`src/rtl/i2cm_pkg.sv`:
```
`timescale 1ns / 1ps
// i2cm_pkg: shared types and constants of the bit-level I2C master.
// Used by every module in rtl/; depends on nothing.
package i2cm_pkg;

    localparam int ByteW   = 8;
    localparam int OpW     = 3;
    localparam int CmdW    = 3;
    localparam int PhaseW  = 3;
    localparam int BitIdxW = 4;

    localparam int QueueDepth = 2;
    localparam int QPtrW      = $clog2(QueueDepth);
    localparam int QCountW    = $clog2(QueueDepth + 1);

    typedef logic [CmdW-1:0]    t_cmd;
    typedef logic [PhaseW-1:0]  t_phase;
    typedef logic [BitIdxW-1:0] t_bit_idx;
    typedef logic [ByteW-1:0]   t_byte;

    // op codes as they arrive on the input word
    localparam logic [OpW-1:0] OP_START = 3'd0;
    localparam logic [OpW-1:0] OP_STOP  = 3'd1;
    localparam logic [OpW-1:0] OP_WRITE = 3'd2;
    localparam logic [OpW-1:0] OP_WAIT  = 3'd3;
    localparam logic [OpW-1:0] OP_READ  = 3'd4;

    // internal command codes (state of the sequencer)
    localparam t_cmd CMD_IDLE  = 3'd0;
    localparam t_cmd CMD_START = 3'd1;
    localparam t_cmd CMD_STOP  = 3'd2;
    localparam t_cmd CMD_WRITE = 3'd3;
    localparam t_cmd CMD_WAIT  = 3'd4;
    localparam t_cmd CMD_READ  = 3'd5;

    localparam t_phase PH_0 = 3'd0;
    localparam t_phase PH_1 = 3'd1;
    localparam t_phase PH_2 = 3'd2;
    localparam t_phase PH_3 = 3'd3;
    localparam t_phase PH_4 = 3'd4;
    localparam t_phase PH_5 = 3'd5;

    localparam t_bit_idx BITS_PER_BYTE = 4'd8;
    localparam t_byte    ACK_LIMIT_RESET = 8'd250;

    // one classified tick, as queued between front and back
    typedef struct packed {
        logic  has_cmd;
        t_cmd  cmd;
        t_byte write_byte;
        logic  send_ack;
        logic  sda_sample;
    } t_entry;

    // queue status toward the back end
    typedef struct packed {
        logic   valid;
        t_entry entry;
    } t_q_head;

    typedef struct packed {
        logic  scl_level;
        logic  sda_level;
        logic  sda_drive_enable;
        logic  busy_res;
        logic  done_res;
        t_byte read_data;
        logic  ack_failed;
    } t_result;

endpackage

```
`src/rtl/i2cm_if.sv`:
```
`timescale 1ns / 1ps
// i2cm_if: valid/ready channel interfaces for tick words and result words.
// Standalone; no package dependency.
interface i2cm_tick_if;
    logic       valid;
    logic       ready;
    logic       cmd_valid;
    logic [2:0] op;
    logic [7:0] write_byte;
    logic       send_ack;
    logic       sda_sample;

    modport source (output valid, cmd_valid, op, write_byte, send_ack, sda_sample,
                    input ready);
    modport sink   (input valid, cmd_valid, op, write_byte, send_ack, sda_sample,
                    output ready);
endinterface

interface i2cm_res_if;
    logic       valid;
    logic       ready;
    logic       scl_level;
    logic       sda_level;
    logic       sda_drive_enable;
    logic       busy_res;
    logic       done_res;
    logic [7:0] read_data;
    logic       ack_failed;

    modport source (output valid, scl_level, sda_level, sda_drive_enable, busy_res,
                    done_res, read_data, ack_failed, input ready);
    modport sink   (input valid, scl_level, sda_level, sda_drive_enable, busy_res,
                    done_res, read_data, ack_failed, output ready);
endinterface

```
`src/rtl/i2cm_front.sv`:
```
`timescale 1ns / 1ps
// i2cm_front: accepts tick words and classifies the offered command.
// Depends on i2cm_pkg and i2cm_tick_if.
module i2cm_front (
    i2cm_tick_if.sink       i_tick,
    input  logic            i_q_ready,
    output logic            o_push,
    output i2cm_pkg::t_entry o_entry
);
    import i2cm_pkg::*;

    logic w_known_op;

    assign w_known_op   = (i_tick.op <= OP_READ);
    assign i_tick.ready = i_q_ready;
    assign o_push       = i_tick.valid && i_q_ready;

    always_comb begin
        o_entry.has_cmd    = i_tick.cmd_valid && w_known_op;
        // op codes map one-to-one onto command codes, offset past idle
        o_entry.cmd        = o_entry.has_cmd ? t_cmd'(i_tick.op + 3'd1) : CMD_IDLE;
        o_entry.write_byte = i_tick.write_byte;
        o_entry.send_ack   = i_tick.send_ack;
        o_entry.sda_sample = i_tick.sda_sample;
    end

endmodule

```
`src/rtl/i2cm_queue.sv`:
```
`timescale 1ns / 1ps
// i2cm_queue: short FIFO of classified ticks between front and back.
// Depends on i2cm_pkg.
module i2cm_queue (
    input  logic             i_clk,
    input  logic             i_rst_n,
    input  logic             i_push,
    input  i2cm_pkg::t_entry i_entry,
    output logic             o_ready,
    input  logic             i_pop,
    output i2cm_pkg::t_q_head o_head
);
    import i2cm_pkg::*;

    t_entry             r_mem [QueueDepth];
    logic [QPtrW-1:0]   r_wr_ptr;
    logic [QPtrW-1:0]   r_rd_ptr;
    logic [QCountW-1:0] r_count;
    logic               w_do_pop;

    assign o_ready      = (r_count != QCountW'(QueueDepth));
    assign o_head.valid = (r_count != '0);
    assign o_head.entry = r_mem[r_rd_ptr];
    assign w_do_pop     = i_pop && o_head.valid;

    always_ff @(posedge i_clk) begin
        if (i_push) begin
            r_mem[r_wr_ptr] <= i_entry;
        end
    end

    always_ff @(posedge i_clk) begin
        if (!i_rst_n) begin
            r_wr_ptr <= '0;
            r_rd_ptr <= '0;
            r_count  <= '0;
        end else begin
            if (i_push) begin
                r_wr_ptr <= (r_wr_ptr == QPtrW'(QueueDepth - 1)) ? '0 : r_wr_ptr + 1'b1;
            end
            if (w_do_pop) begin
                r_rd_ptr <= (r_rd_ptr == QPtrW'(QueueDepth - 1)) ? '0 : r_rd_ptr + 1'b1;
            end
            unique case ({i_push, w_do_pop})
                2'b10:   r_count <= r_count + 1'b1;
                2'b01:   r_count <= r_count - 1'b1;
                default: r_count <= r_count;
            endcase
        end
    end

endmodule

```
`src/rtl/i2cm_back.sv`:
```
`timescale 1ns / 1ps
// i2cm_back: phase sequencer that drives SCL/SDA, one tick per queued word,
// with the result output register. Depends on i2cm_pkg and i2cm_res_if.
module i2cm_back (
    input  logic              i_clk,
    input  logic              i_rst_n,
    input  i2cm_pkg::t_q_head i_head,
    output logic              o_pop,
    input  logic              i_cfg_we,
    input  logic [7:0]        i_cfg_wdata,
    i2cm_res_if.source        o_res
);
    import i2cm_pkg::*;

    t_byte    r_limit;
    t_cmd     r_cmd;
    t_phase   r_phase;
    t_bit_idx r_bit;
    t_byte    r_shift;
    t_byte    r_tmo;
    logic     r_ack_choice;
    logic     r_fail;
    logic     r_scl, r_sda, r_drv;
    t_byte    r_rd_data;
    logic     r_out_valid;
    t_result  r_out;

    t_cmd     n_cmd;
    t_phase   n_phase;
    t_bit_idx n_bit;
    t_bit_idx n_bit_inc;
    t_byte    n_shift;
    t_byte    n_tmo;
    logic     n_ack_choice;
    logic     n_fail;
    logic     n_scl, n_sda, n_drv;
    t_byte    n_rd_data;
    logic     n_done;
    t_result  n_out;
    t_entry   w_e;

    assign w_e   = i_head.entry;
    assign o_pop = i_head.valid && (!r_out_valid || o_res.ready);

    always_comb begin
        n_cmd        = r_cmd;
        n_phase      = r_phase;
        n_bit        = r_bit;
        n_shift      = r_shift;
        n_tmo        = r_tmo;
        n_ack_choice = r_ack_choice;
        n_fail       = r_fail;
        n_scl        = r_scl;
        n_sda        = r_sda;
        n_drv        = r_drv;
        n_rd_data    = r_rd_data;
        n_done       = 1'b0;
        n_bit_inc    = '0;

        // launch a new command only from idle
        if (r_cmd == CMD_IDLE && w_e.has_cmd) begin
            n_cmd   = w_e.cmd;
            n_phase = PH_0;
            n_bit   = '0;
            if (w_e.cmd == CMD_WRITE) begin
                n_shift = w_e.write_byte;
            end
            if (w_e.cmd == CMD_READ) begin
                n_shift      = '0;
                n_ack_choice = w_e.send_ack;
            end
            if (w_e.cmd == CMD_WAIT) begin
                n_tmo  = '0;
                n_fail = 1'b0;
            end
        end

        n_bit_inc = n_bit + 1'b1;

        unique case (n_cmd)
            CMD_START: begin
                priority case (n_phase)
                    PH_0: begin n_drv = 1'b1; n_sda = 1'b1; n_phase = PH_1; end
                    PH_1: begin n_scl = 1'b1; n_phase = PH_2; end
                    PH_2: begin n_sda = 1'b0; n_phase = PH_3; end
                    default: begin n_scl = 1'b0; n_done = 1'b1; end
                endcase
            end
            CMD_STOP: begin
                priority case (n_phase)
                    PH_0: begin n_drv = 1'b1; n_scl = 1'b0; n_phase = PH_1; end
                    PH_1: begin n_sda = 1'b0; n_phase = PH_2; end
                    PH_2: begin n_scl = 1'b1; n_phase = PH_3; end
                    default: begin n_sda = 1'b1; n_done = 1'b1; end
                endcase
            end
            CMD_WRITE: begin
                priority case (n_phase)
                    PH_0: begin n_drv = 1'b1; n_scl = 1'b0; n_phase = PH_1; end
                    PH_1: begin
                        n_sda   = n_shift[ByteW-1];
                        n_shift = {n_shift[ByteW-2:0], 1'b0};
                        n_phase = PH_2;
                    end
                    PH_2: begin n_scl = 1'b1; n_phase = PH_3; end
                    default: begin
                        n_scl = 1'b0;
                        n_bit = n_bit_inc;
                        if (n_bit_inc >= BITS_PER_BYTE) begin
                            n_done = 1'b1;
                        end else begin
                            n_phase = PH_1;
                        end
                    end
                endcase
            end
            CMD_WAIT: begin
                priority case (n_phase)
                    PH_0: begin n_drv = 1'b0; n_sda = 1'b1; n_phase = PH_1; end
                    PH_1: begin
                        n_scl = 1'b1;
                        if (!w_e.sda_sample) begin
                            n_phase = PH_2;
                        end else if (n_tmo >= r_limit) begin
                            // timeout: flag it and fall into a full stop
                            n_fail  = 1'b1;
                            n_cmd   = CMD_STOP;
                            n_phase = PH_0;
                        end else begin
                            n_tmo = n_tmo + 1'b1;
                        end
                    end
                    default: begin n_scl = 1'b0; n_done = 1'b1; end
                endcase
            end
            CMD_READ: begin
                priority case (n_phase)
                    PH_0: begin n_drv = 1'b0; n_scl = 1'b0; n_phase = PH_1; end
                    PH_1: begin
                        n_scl   = 1'b1;
                        n_shift = {n_shift[ByteW-2:0], w_e.sda_sample};
                        n_bit   = n_bit_inc;
                        n_phase = (n_bit_inc >= BITS_PER_BYTE) ? PH_2 : PH_0;
                    end
                    PH_2: begin n_scl = 1'b0; n_phase = PH_3; end
                    PH_3: begin n_drv = 1'b1; n_sda = !n_ack_choice; n_phase = PH_4; end
                    PH_4: begin n_scl = 1'b1; n_phase = PH_5; end
                    default: begin
                        n_scl     = 1'b0;
                        n_rd_data = n_shift;
                        n_done    = 1'b1;
                    end
                endcase
            end
            default: begin
                n_cmd = CMD_IDLE;
            end
        endcase

        if (n_done) begin
            n_cmd   = CMD_IDLE;
            n_phase = PH_0;
            n_bit   = '0;
        end

        n_out.scl_level        = n_scl;
        n_out.sda_level        = n_sda;
        n_out.sda_drive_enable = n_drv;
        n_out.busy_res         = (n_cmd != CMD_IDLE);
        n_out.done_res         = n_done;
        n_out.read_data        = n_rd_data;
        n_out.ack_failed       = n_fail;
    end

    always_ff @(posedge i_clk) begin
        if (!i_rst_n) begin
            r_limit      <= ACK_LIMIT_RESET;
            r_cmd        <= CMD_IDLE;
            r_phase      <= PH_0;
            r_bit        <= '0;
            r_shift      <= '0;
            r_tmo        <= '0;
            r_ack_choice <= 1'b0;
            r_fail       <= 1'b0;
            r_scl        <= 1'b1;
            r_sda        <= 1'b1;
            r_drv        <= 1'b1;
            r_rd_data    <= '0;
            r_out_valid  <= 1'b0;
        end else begin
            if (i_cfg_we) begin
                r_limit <= i_cfg_wdata;
            end
            if (o_pop) begin
                r_cmd        <= n_cmd;
                r_phase      <= n_phase;
                r_bit        <= n_bit;
                r_shift      <= n_shift;
                r_tmo        <= n_tmo;
                r_ack_choice <= n_ack_choice;
                r_fail       <= n_fail;
                r_scl        <= n_scl;
                r_sda        <= n_sda;
                r_drv        <= n_drv;
                r_rd_data    <= n_rd_data;
                r_out_valid  <= 1'b1;
            end else if (o_res.ready) begin
                r_out_valid  <= 1'b0;
            end
        end
    end

    always_ff @(posedge i_clk) begin
        if (o_pop) begin
            r_out <= n_out;
        end
    end

    assign o_res.valid            = r_out_valid;
    assign o_res.scl_level        = r_out.scl_level;
    assign o_res.sda_level        = r_out.sda_level;
    assign o_res.sda_drive_enable = r_out.sda_drive_enable;
    assign o_res.busy_res         = r_out.busy_res;
    assign o_res.done_res         = r_out.done_res;
    assign o_res.read_data        = r_out.read_data;
    assign o_res.ack_failed       = r_out.ack_failed;

endmodule

```
`src/rtl/i2c_bit_level_master_top.sv`:
```
`timescale 1ns / 1ps
// Bit-level I2C master: one tick word in, one result word out.
// A tick word accepted is written into the queue; once the output register is free or
//   taken, one sequencer step puts its result word in the output register.
// Throughput: one word per cycle unless the result side stalls; one phase per word.
// Reset (synchronous, active low): sequencer idle, SCL/SDA high and driven,
//   read byte and failure flag cleared, ack timeout limit 250. Depends on i2cm_pkg.
module i2c_bit_level_master_top (
    input  logic       i_clk,
    input  logic       i_rst_n,
    i2cm_tick_if.sink  i_tick,
    i2cm_res_if.source o_res,
    input  logic       i_cfg_we,
    input  logic [7:0] i_cfg_wdata
);
    import i2cm_pkg::*;

    // front -> queue
    logic    w_push;
    logic    w_q_ready;
    t_entry  w_entry;
    // queue -> back
    t_q_head w_head;
    logic    w_pop;

    // Front: takes a tick word whenever the queue has room and tags whether it
    // carries a legal command (unknown ops fold to "no command").
    i2cm_front u_front (
        .i_tick    (i_tick),
        .i_q_ready (w_q_ready),
        .o_push    (w_push),
        .o_entry   (w_entry)
    );

    // Two-entry queue so input and output stalls don't couple directly.
    i2cm_queue u_queue (
        .i_clk   (i_clk),
        .i_rst_n (i_rst_n),
        .i_push  (w_push),
        .i_entry (w_entry),
        .o_ready (w_q_ready),
        .i_pop   (w_pop),
        .o_head  (w_head)
    );

    // Back: the phase sequencer. Each popped word advances the bus by one phase
    // and lands a result word in the output register; the limit register lives here.
    i2cm_back u_back (
        .i_clk       (i_clk),
        .i_rst_n     (i_rst_n),
        .i_head      (w_head),
        .o_pop       (w_pop),
        .i_cfg_we    (i_cfg_we),
        .i_cfg_wdata (i_cfg_wdata),
        .o_res       (o_res)
    );

endmodule

```
`src/flat_wrapper.sv`:
```
// flat-port wrapper written by rule: the top's interface ports become plain ports
module i2c_bit_level_master_top_flat import i2cm_pkg::*;
  (i_clk, i_rst_n, i_cfg_we, i_cfg_wdata, i_tick_valid, i_tick_cmd_valid, i_tick_op, i_tick_write_byte, i_tick_send_ack, i_tick_sda_sample, i_tick_ready, o_res_valid, o_res_scl_level, o_res_sda_level, o_res_sda_drive_enable, o_res_busy_res, o_res_done_res, o_res_read_data, o_res_ack_failed, o_res_ready);
  i2cm_tick_if i_tick_i ();
  i2cm_res_if o_res_i ();
  input  logic i_clk;
  input  logic i_rst_n;
  input  logic i_cfg_we;
  input  logic [7:0] i_cfg_wdata;
  input wire logic [$bits(i_tick_i.valid)-1:0] i_tick_valid;
  input wire logic [$bits(i_tick_i.cmd_valid)-1:0] i_tick_cmd_valid;
  input wire logic [$bits(i_tick_i.op)-1:0] i_tick_op;
  input wire logic [$bits(i_tick_i.write_byte)-1:0] i_tick_write_byte;
  input wire logic [$bits(i_tick_i.send_ack)-1:0] i_tick_send_ack;
  input wire logic [$bits(i_tick_i.sda_sample)-1:0] i_tick_sda_sample;
  output wire logic [$bits(i_tick_i.ready)-1:0] i_tick_ready;
  output wire logic [$bits(o_res_i.valid)-1:0] o_res_valid;
  output wire logic [$bits(o_res_i.scl_level)-1:0] o_res_scl_level;
  output wire logic [$bits(o_res_i.sda_level)-1:0] o_res_sda_level;
  output wire logic [$bits(o_res_i.sda_drive_enable)-1:0] o_res_sda_drive_enable;
  output wire logic [$bits(o_res_i.busy_res)-1:0] o_res_busy_res;
  output wire logic [$bits(o_res_i.done_res)-1:0] o_res_done_res;
  output wire logic [$bits(o_res_i.read_data)-1:0] o_res_read_data;
  output wire logic [$bits(o_res_i.ack_failed)-1:0] o_res_ack_failed;
  input wire logic [$bits(o_res_i.ready)-1:0] o_res_ready;
  assign i_tick_i.valid = i_tick_valid;
  assign i_tick_i.cmd_valid = i_tick_cmd_valid;
  assign i_tick_i.op = i_tick_op;
  assign i_tick_i.write_byte = i_tick_write_byte;
  assign i_tick_i.send_ack = i_tick_send_ack;
  assign i_tick_i.sda_sample = i_tick_sda_sample;
  assign i_tick_ready = i_tick_i.ready;
  assign o_res_valid = o_res_i.valid;
  assign o_res_scl_level = o_res_i.scl_level;
  assign o_res_sda_level = o_res_i.sda_level;
  assign o_res_sda_drive_enable = o_res_i.sda_drive_enable;
  assign o_res_busy_res = o_res_i.busy_res;
  assign o_res_done_res = o_res_i.done_res;
  assign o_res_read_data = o_res_i.read_data;
  assign o_res_ack_failed = o_res_i.ack_failed;
  assign o_res_i.ready = o_res_ready;
  i2c_bit_level_master_top u_core (.i_clk(i_clk), .i_rst_n(i_rst_n), .i_tick(i_tick_i), .o_res(o_res_i), .i_cfg_we(i_cfg_we), .i_cfg_wdata(i_cfg_wdata));
endmodule
```
`config.mk`:
```
export PLATFORM = sky130hd
export DESIGN_NAME = i2c_bit_level_master_top_flat
export DESIGN_NICKNAME = d
export VERILOG_FILES = /design/src/rtl/i2cm_pkg.sv /design/src/rtl/i2cm_if.sv /design/src/rtl/i2cm_front.sv /design/src/rtl/i2cm_queue.sv /design/src/rtl/i2cm_back.sv /design/src/rtl/i2c_bit_level_master_top.sv /design/src/flat_wrapper.sv
export SDC_FILE = /design/constraint.sdc
export NUM_CORES = 1
export LEC_CHECK = 0
export BUFFER_PORTS_ARGS = -buffer_cell sky130_fd_sc_hd__buf_4
export CAP_MARGIN = 25
export CORE_MARGIN = 2
export CORE_UTILIZATION = 54
export DETAILED_ROUTE_END_ITERATION = 8
export PLACE_DENSITY = 0.74
export REMOVE_ABC_BUFFERS = 1
export SYNTH_ARGS = -nofsm -noshare
export SYNTH_HDL_FRONTEND = slang
export SYNTH_SLANG_ARGS = --single-unit
```
`constraint.sdc`:
```
create_clock -name i_clk -period 3 [get_ports i_clk]
set_input_delay 0.45 -clock i_clk [delete_from_list [all_inputs] [get_ports i_clk]]
set_output_delay 0.45 -clock i_clk [all_outputs]
set_load 0.03 [all_outputs]
```
==> results of run 1 <==
-- placed cells by master, fill, tap and decap left out, types with 4 or more instances in the layout --
master	count
a211oi_1	12
a21o_1	5
a21oi_1	35
a2bb2oi_1	4
a31oi_1	9
and2_1	12
and3_1	4
buf_4	84
clkbuf_8	9
dfxtp_1	53
edfxtp_1	42
ha_1	13
inv_1	19
mux2_2	13
mux2i_1	17
nand2_1	58
nand2b_1	5
nand3_1	15
nand3b_1	6
nand4_1	7
nor2_1	41
nor2b_1	5
nor3_1	14
nor4_1	6
o211ai_1	13
o21ai_0	30
o221ai_1	4
o22ai_1	4
o31ai_1	5
or2_2	4
xnor2_1	4
-- stage by stage --
| stage | setup TNS, ns | hold WS (ns) |
|---|---|---|
| 2_1_floorplan | -11.70 | 0.4338 |
| 3_3_place_gp | -0.09748 | 0.4401 |
| 5_1_grt | -0.04331 | 0.2467 |
| 6_report | 0 | 0.2640 |
| 4_1_cts | 0 | 0.2553 |
| 3_5_place_dp | -0.7255 | 0.4535 |
-- kinds of logic (layout without fill, tap and decap cells) --
family                   count (synthesis)  in the layout
XOR/XNOR                                 7              7
AND/OR/NAND/NOR                        196            196
flip-flops                              95             95
multiplexers                            31             31
adder cells (fa/ha/maj)                 13             13
AO/OA/AOI/OAI                          159            159
buffers and inverters                   55            121
-- area by class of cell --
| type | count | share of cell area (%) |
|---|---|---|
| Clock inverter | 5 | 0.5764 |
| Tap cell | 129 | 2.655 |
| Sequential cell | 95 | 38.21 |
| Clock buffer | 11 | 2.161 |
| Timing Repair Buffer | 85 | 10.56 |
| Multi-Input combinational cell | 406 | 44.61 |
| Inverter | 20 | 1.235 |
-- sequential cells by signal, indices dropped and copies added (netlist names), 2 cells and up, named ones only --
register and count:
u_core.u_back.o_res.read_data 8, u_core.u_back.r_bit 4, u_core.u_back.r_cmd 3, u_core.u_back.r_limit 8
u_core.u_back.r_phase 3, u_core.u_back.r_rd_data 8, u_core.u_back.r_shift 8, u_core.u_back.r_tmo 8
u_core.u_queue.r_count 2, u_core.u_queue.r_mem 28
-- path summary, 6_finish.rpt --
check                           cells after the start  slack, ns                    endpoint                        start
worst max-delay path                               12       0.10      u_core.u_back.r_tmo[7]  u_core.u_queue.r_mem[0][11]
worst min register to register                      2       0.46  u_core.u_back.r_rd_data[2]   u_core.u_back.r_rd_data[2]
worst max register to register                     12       0.10      u_core.u_back.r_tmo[7]  u_core.u_queue.r_mem[0][11]
worst min-delay path                                1       0.26  u_core.u_queue.r_mem[1][0]            i_tick_sda_sample
-- power breakdown --
part | switching, mW | leakage (nW) | total [mW] | internal [mW]
logic | 1.38 | 1.36 | 2.20 | 0.824
registers | 0.146 | 0.831 | 1.80 | 1.66
clock network | 0.452 | 0.0837 | 0.756 | 0.304
total | 1.97 | 2.28 | 4.76 | 2.78
-- per-layer routing --
metal	vias up	global-route usage (%)	wire, um
met5	-	0	0
met3	27	3.830	795
met4	0	9.538	248
met1	2167	33.38	5552
li1	2193	-	-
met2	196	42.71	6206
-- worst register-to-register path: stages (launching register included) --
cell       delay [ns]
edfxtp_1         0.42
or3b_4           0.42
nand2_4          0.08
nand3_4          0.10
buf_4            0.17
and2_1           0.16
ha_1             0.19
buf_4            0.13
o2111a_2         0.27
a2111oi_4        0.43
buf_6            0.18
nand4_1          0.11
mux2i_1          0.13
-- repair_timing --
| item | CTS | global route |
|---|---|---|
| endpoints found under the hold margin | 0 | 0 |
| pin swaps | 1 | 5 |
| setup endpoints to repair | 13 | 10 |
| cloned | 1 | 0 |
| resized for setup | 7 | 10 |
==> impl_metrics.toml, run 1 <==
[run_status]
outcome = "completed"

[setup_path]
worst_setup_path_start_kind = "flip-flop"
arrival_ns = 3.15
path_max_fanout = 6
worst-path-buf-inv = 3
critPathKind = "reg -> reg"
cp_top_family = "simple AND/OR/NAND/NOR gates"
path_cells = "or3b_4 -> nand2_4 -> nand3_4 -> buf_4 -> and2_1 -> ha_1 -> buf_4 -> o2111a_2 -> a2111oi_4 -> buf_6 -> nand4_1 -> mux2i_1"
crit_path_end_kind = "flip-flop"
slowest_stage = "a2111oi_4"
slowest_delay_ns = 0.43
crit_path_frequent_cell = "buf_4"
cp_data_required_time_ns = 3.25

[detailed_routing]
drtIter0Drc = 429
finalWirelength_um = 12800
wl_per_cell_um = 17.05
first_pass_iters = 7
avgViaCountPerCell = 6.103
drcViolationCount = 0
vias = 4583
ant_nets = 0

[synthesis]
ys_seq_area_share_pct = 44.59
synth_flop_cell = "dfxtp_1"
avgSynthCellArea_um2 = 9.366
synth_top_family_by_area = "compound AO/OA/AOI/OAI gates"
synth_top_area_share_pct = 24.22
synthAdderAreaFrac_pct = 3.123
synth_xor_area_share_pct = 1.177
netlist_area_um2 = 5207
yosysWarningCount = 0
muxShareOfSynthArea_pct = 6.271
synth_top_area_cell = "edfxtp_1"
synth_edf_count = 42
synth_simple_gate_area_share_pct = 18.62
ys_async_sr_fraction_pct = 0
synth_common_cells = "nand2_1, dfxtp_1, edfxtp_1, nor2_1, a21oi_1"
yosys_register_bits = 95
synth_compound_area_share_pct = 21.74
synthMostInstantiatedCell = "nand2_1"
synthTopCellsByArea = "edfxtp_1, dfxtp_1, nand2_1"
ys_types = 71
synthCells = 556

[layout]
drive_gt1_share_pct = 22.19
n_antenna_cell = 0
fillers = 782
fin_cells = 751
fin_area_um2 = 6078
multi_input_area_um2 = 2711
post-route-util_pct = 65.47
area_delta_synth_final_pct = 16.72
area.sequential_um2 = 2322
nets = 657

[place]
place_inst = 734
port_buffers = 42
gp_congestion = 0.9409
dpl_worst_slack_ns = -0.1061
placed_area_um2 = 5842
dpl.hpwl_um = 9289

[clock_network]
root_buffer = "clkbuf_8"
htree_levels = 3
clkSinkCount = 95
path_clk_slew_ns = 0.09
postCtsSetupBuffers = 0
cts_buffers = 9
cts_hold_buffers = 0
clk_latency_ns = 0.36
cts_tree = "built"
clk_path_buf_depth = 2

[global_routing]
antenna_found_initial = 0
grt_remaining_overflow = 0
grt_pass1_wl_um = 20770
grt_usage_pct = 25.42
grt_pass1_vias = 4394
grt_max_degree = 30

[sta]
clock-skew-final_ns = 0.009155
setup_viol_count_final = 0
worstMarginPinSlew_ns = 0.9756
clock.fmax_mhz = 345.2
period_needed_ns = 2.897
relSlewSlack_pct = 34.89
slew_viol_final = 0
setup_ws_ns = 0.1031
min_period_over_period_pct = 96.56
final-hold-violation-count = 0

[floorplan]
die_h_um = 102.2
ioPinCount = 43
die_w_um = 102.2
core_area_um2 = 9284
die-area_um2 = 10440
rows = 35
start_util_pct = 56.09

[power]
p_leak_nw = 2.279
vdd_drop_max_mv = 0.4463
total_power_mw = 4.757
power_density_nw_per_um2 = 782.6

[run]
drv_cap = 0

[hold_path]
hp-class = "in -> reg"
Note: power is estimated with default switching activity, not from simulation.
==> run 2, diff against run 1 <==
ABC_AREA = 1   (was unset)
==> impl_metrics.toml, run 2 <==
[run_status]
outcome = "completed"

[layout]
top_register = "u_core.u_queue.r_mem"
final_cell_mix = "nand2_1, inv_1, nor2_1, buf_4, a21oi_1"
n_antenna_cell = 0
post-route-util_pct = 63.81
largest_reg_flops = 28
nets = 757
fin_cells = 851
fin_area_um2 = 5924
final_common_cell = "nand2_1"
area_delta_synth_final_pct = 13.74
drive_gt1_share_pct = 16.48

[floorplan]
start_util_pct = 56.11
core_area_um2 = 9284
die-area_um2 = 10450
rows = 35
die_w_um = 102.2
ioPinCount = 43
die_h_um = 102.2

[setup_path]
crit_path_end_kind = "flip-flop"
critPathKind = "reg -> reg"
rr_worst_depth = 20
ff2ff_setup_slack_ns = 0.34
cp_data_required_time_ns = 3.27
worst_setup_path_start_kind = "flip-flop"
r2r-end = "u_core.u_back.r_tmo[5]"
arrival_ns = 2.92
path_max_fanout = 7

[clock_network]
clk_latency_ns = 0.36
root_buffer = "clkbuf_8"
path_clk_slew_ns = 0.10
htree_levels = 3
cts_tree = "built"
cts_hold_buffers = 0
clk_path_buf_depth = 2
clkSinkCount = 95
cts_buffers = 9

[synthesis]
synth_flop_cell = "dfxtp_1"
synthMostInstantiatedCell = "nand2_1"
ys_seq_area_share_pct = 44.58
synthCells = 672
synth_common_cells = "nand2_1, inv_1, nor2_1, a21oi_1, dfxtp_1"
avgSynthCellArea_um2 = 7.751
synthTopCellsByArea = "edfxtp_1, dfxtp_1, nand2_1"
synth_top_area_share_pct = 24.21
ys_async_sr_fraction_pct = 0
synth_simple_gate_area_share_pct = 26.23
synth_xor_area_share_pct = 0.5044
netlist_area_um2 = 5209
synthAdderAreaFrac_pct = 3.123
ys_types = 37
yosys_register_bits = 95
synth_top_area_cell = "edfxtp_1"
muxShareOfSynthArea_pct = 1.537
synth_compound_area_share_pct = 14.00
synth_edf_count = 42
synth_top_family_by_area = "simple AND/OR/NAND/NOR gates"
yosysWarningCount = 0

[sta]
final-hold-violation-count = 0
rsz0062_at_grt = "false"
relSlewSlack_pct = 64.18
setup_viol_count_final = 0
min_period_over_period_pct = 88.63
slew_viol_final = 0
clock-skew-final_ns = 0.01155
setup_ws_ns = 0.3410
clock.fmax_mhz = 376.1
period_needed_ns = 2.659
worstMarginPinSlew_ns = 0.5367

[place]
port_buffers = 42
gp_congestion = 0.9326
placed_area_um2 = 5658
dpl.hpwl_um = 8060
place_inst = 832
dpl_worst_slack_ns = 0.06813

[global_routing]
grt_max_degree = 49
grt_pass1_wl_um = 18510
grt_remaining_overflow = 0
grt_usage_pct = 22.26
grt_pass1_vias = 4111
antenna_found_initial = 0

[power]
p_leak_nw = 2.736
vdd_drop_max_mv = 0.3874
power_density_nw_per_um2 = 854.3
total_power_mw = 5.061

[detailed_routing]
ant_nets = 0
first_pass_iters = 5
drcViolationCount = 0
finalWirelength_um = 11370
avgViaCountPerCell = 5.283
wl_per_cell_um = 13.36
vias = 4496
drtIter0Drc = 261

[hold_path]
min_delay_worst_endpoint = "u_core.u_queue.r_mem[0][4]"
hp-class = "in -> reg"
worstHoldStart = "i_tick_write_byte[2]"
holdPathStages = 1

[run]
drv_cap = 0
run 2: where the power goes:
| group | total, mW | switching, mW | leakage (nW) | internal [mW] |
|---|---|---|---|---|
| logic | 2.31 | 1.57 | 1.79 | 0.740 |
| registers | 1.85 | 0.151 | 0.834 | 1.70 |
| clock network | 0.901 | 0.457 | 0.110 | 0.445 |
| total | 5.06 | 2.18 | 2.74 | 2.88 |
run 2: worst max-delay path by stage:
stage / from / to / slack [ns] / cells after the start
2_1_floorplan: u_core.u_back.o_res.valid / u_core.u_back.r_tmo[4] / -1.47 / 9
3_3_place_gp: flip-flop / u_core.u_back.r_tmo[5] / 0.19 / 19
3_5_place_dp: flip-flop / u_core.u_back.r_tmo[5] / 0.07 / 19
4_1_cts: flip-flop / u_core.u_back.r_tmo[5] / 0.06 / 19
5_1_grt: flip-flop / u_core.u_back.r_tmo[4] / 0.02 / 20
6_report: flip-flop / u_core.u_back.r_tmo[5] / 0.34 / 20
run 2: area by class of cell:
class,count,area (um^2)
multi-input combinational,453,2409
clock inverter,5,62.56
fill,835,3359
clock buffer,11,152.6
sequential,95,2326
inverter,102,392.9
timing repair buffer,56,420.4
tap,129,161.4
run 2: worst max-delay path, cell delays in order, from the launching register on:
cell	delay [ns]
dfxtp_4	0.38
inv_6	0.08
nand2_4	0.05
nand2_4	0.08
inv_1	0.07
nor2_4	0.19
nand3_4	0.13
nand2_1	0.11
inv_1	0.08
ha_1	0.26
a21boi_0	0.12
o21bai_1	0.12
nand2_1	0.06
nand2_1	0.08
nand2_1	0.07
inv_1	0.10
nand3_2	0.13
nor2_4	0.15
nand3_1	0.10
o21ai_1	0.14
nor2_1	0.05
run 2: logic make-up (layout without fill, tap and decap cells):
kind of cell / Yosys count / after routing
compound gates: 136 / 136
xor+xnor: 3 / 3
fa+ha+maj: 13 / 13
buf+inv: 125 / 174
flops: 95 / 95
mux: 8 / 8
simple gates: 292 / 293
run 2: timing repair:
| action | CTS | global route |
|---|---|---|
| gates resized for setup | 0 | 10 |
| setup endpoints to repair | 0 | 13 |
| setup buffers | 0 | 2 |
| endpoints found under the hold margin | 0 | 0 |
run 2: metrics by stage:
step / setup TNS, ns / hold slack, ns
after detailed placement: 0 / 0.4516
after global placement: 0 / 0.4354
after floorplan: -40.29 / 0.4255
final: 0 / 0.2660
after global routing: 0 / 0.2462
after CTS: 0 / 0.2546
run 2: layer usage:
| metal | global-route usage [%] | wire length, um | up-vias |
|---|---|---|---|
| met3 | 3.967 | 382 | 22 |
| met1 | 29.41 | 5421 | 2092 |
| met2 | 37.15 | 5308 | 86 |
| met5 | 0 | 0 | - |
| li1 | - | - | 2296 |
| met4 | 7.487 | 254 | 0 |
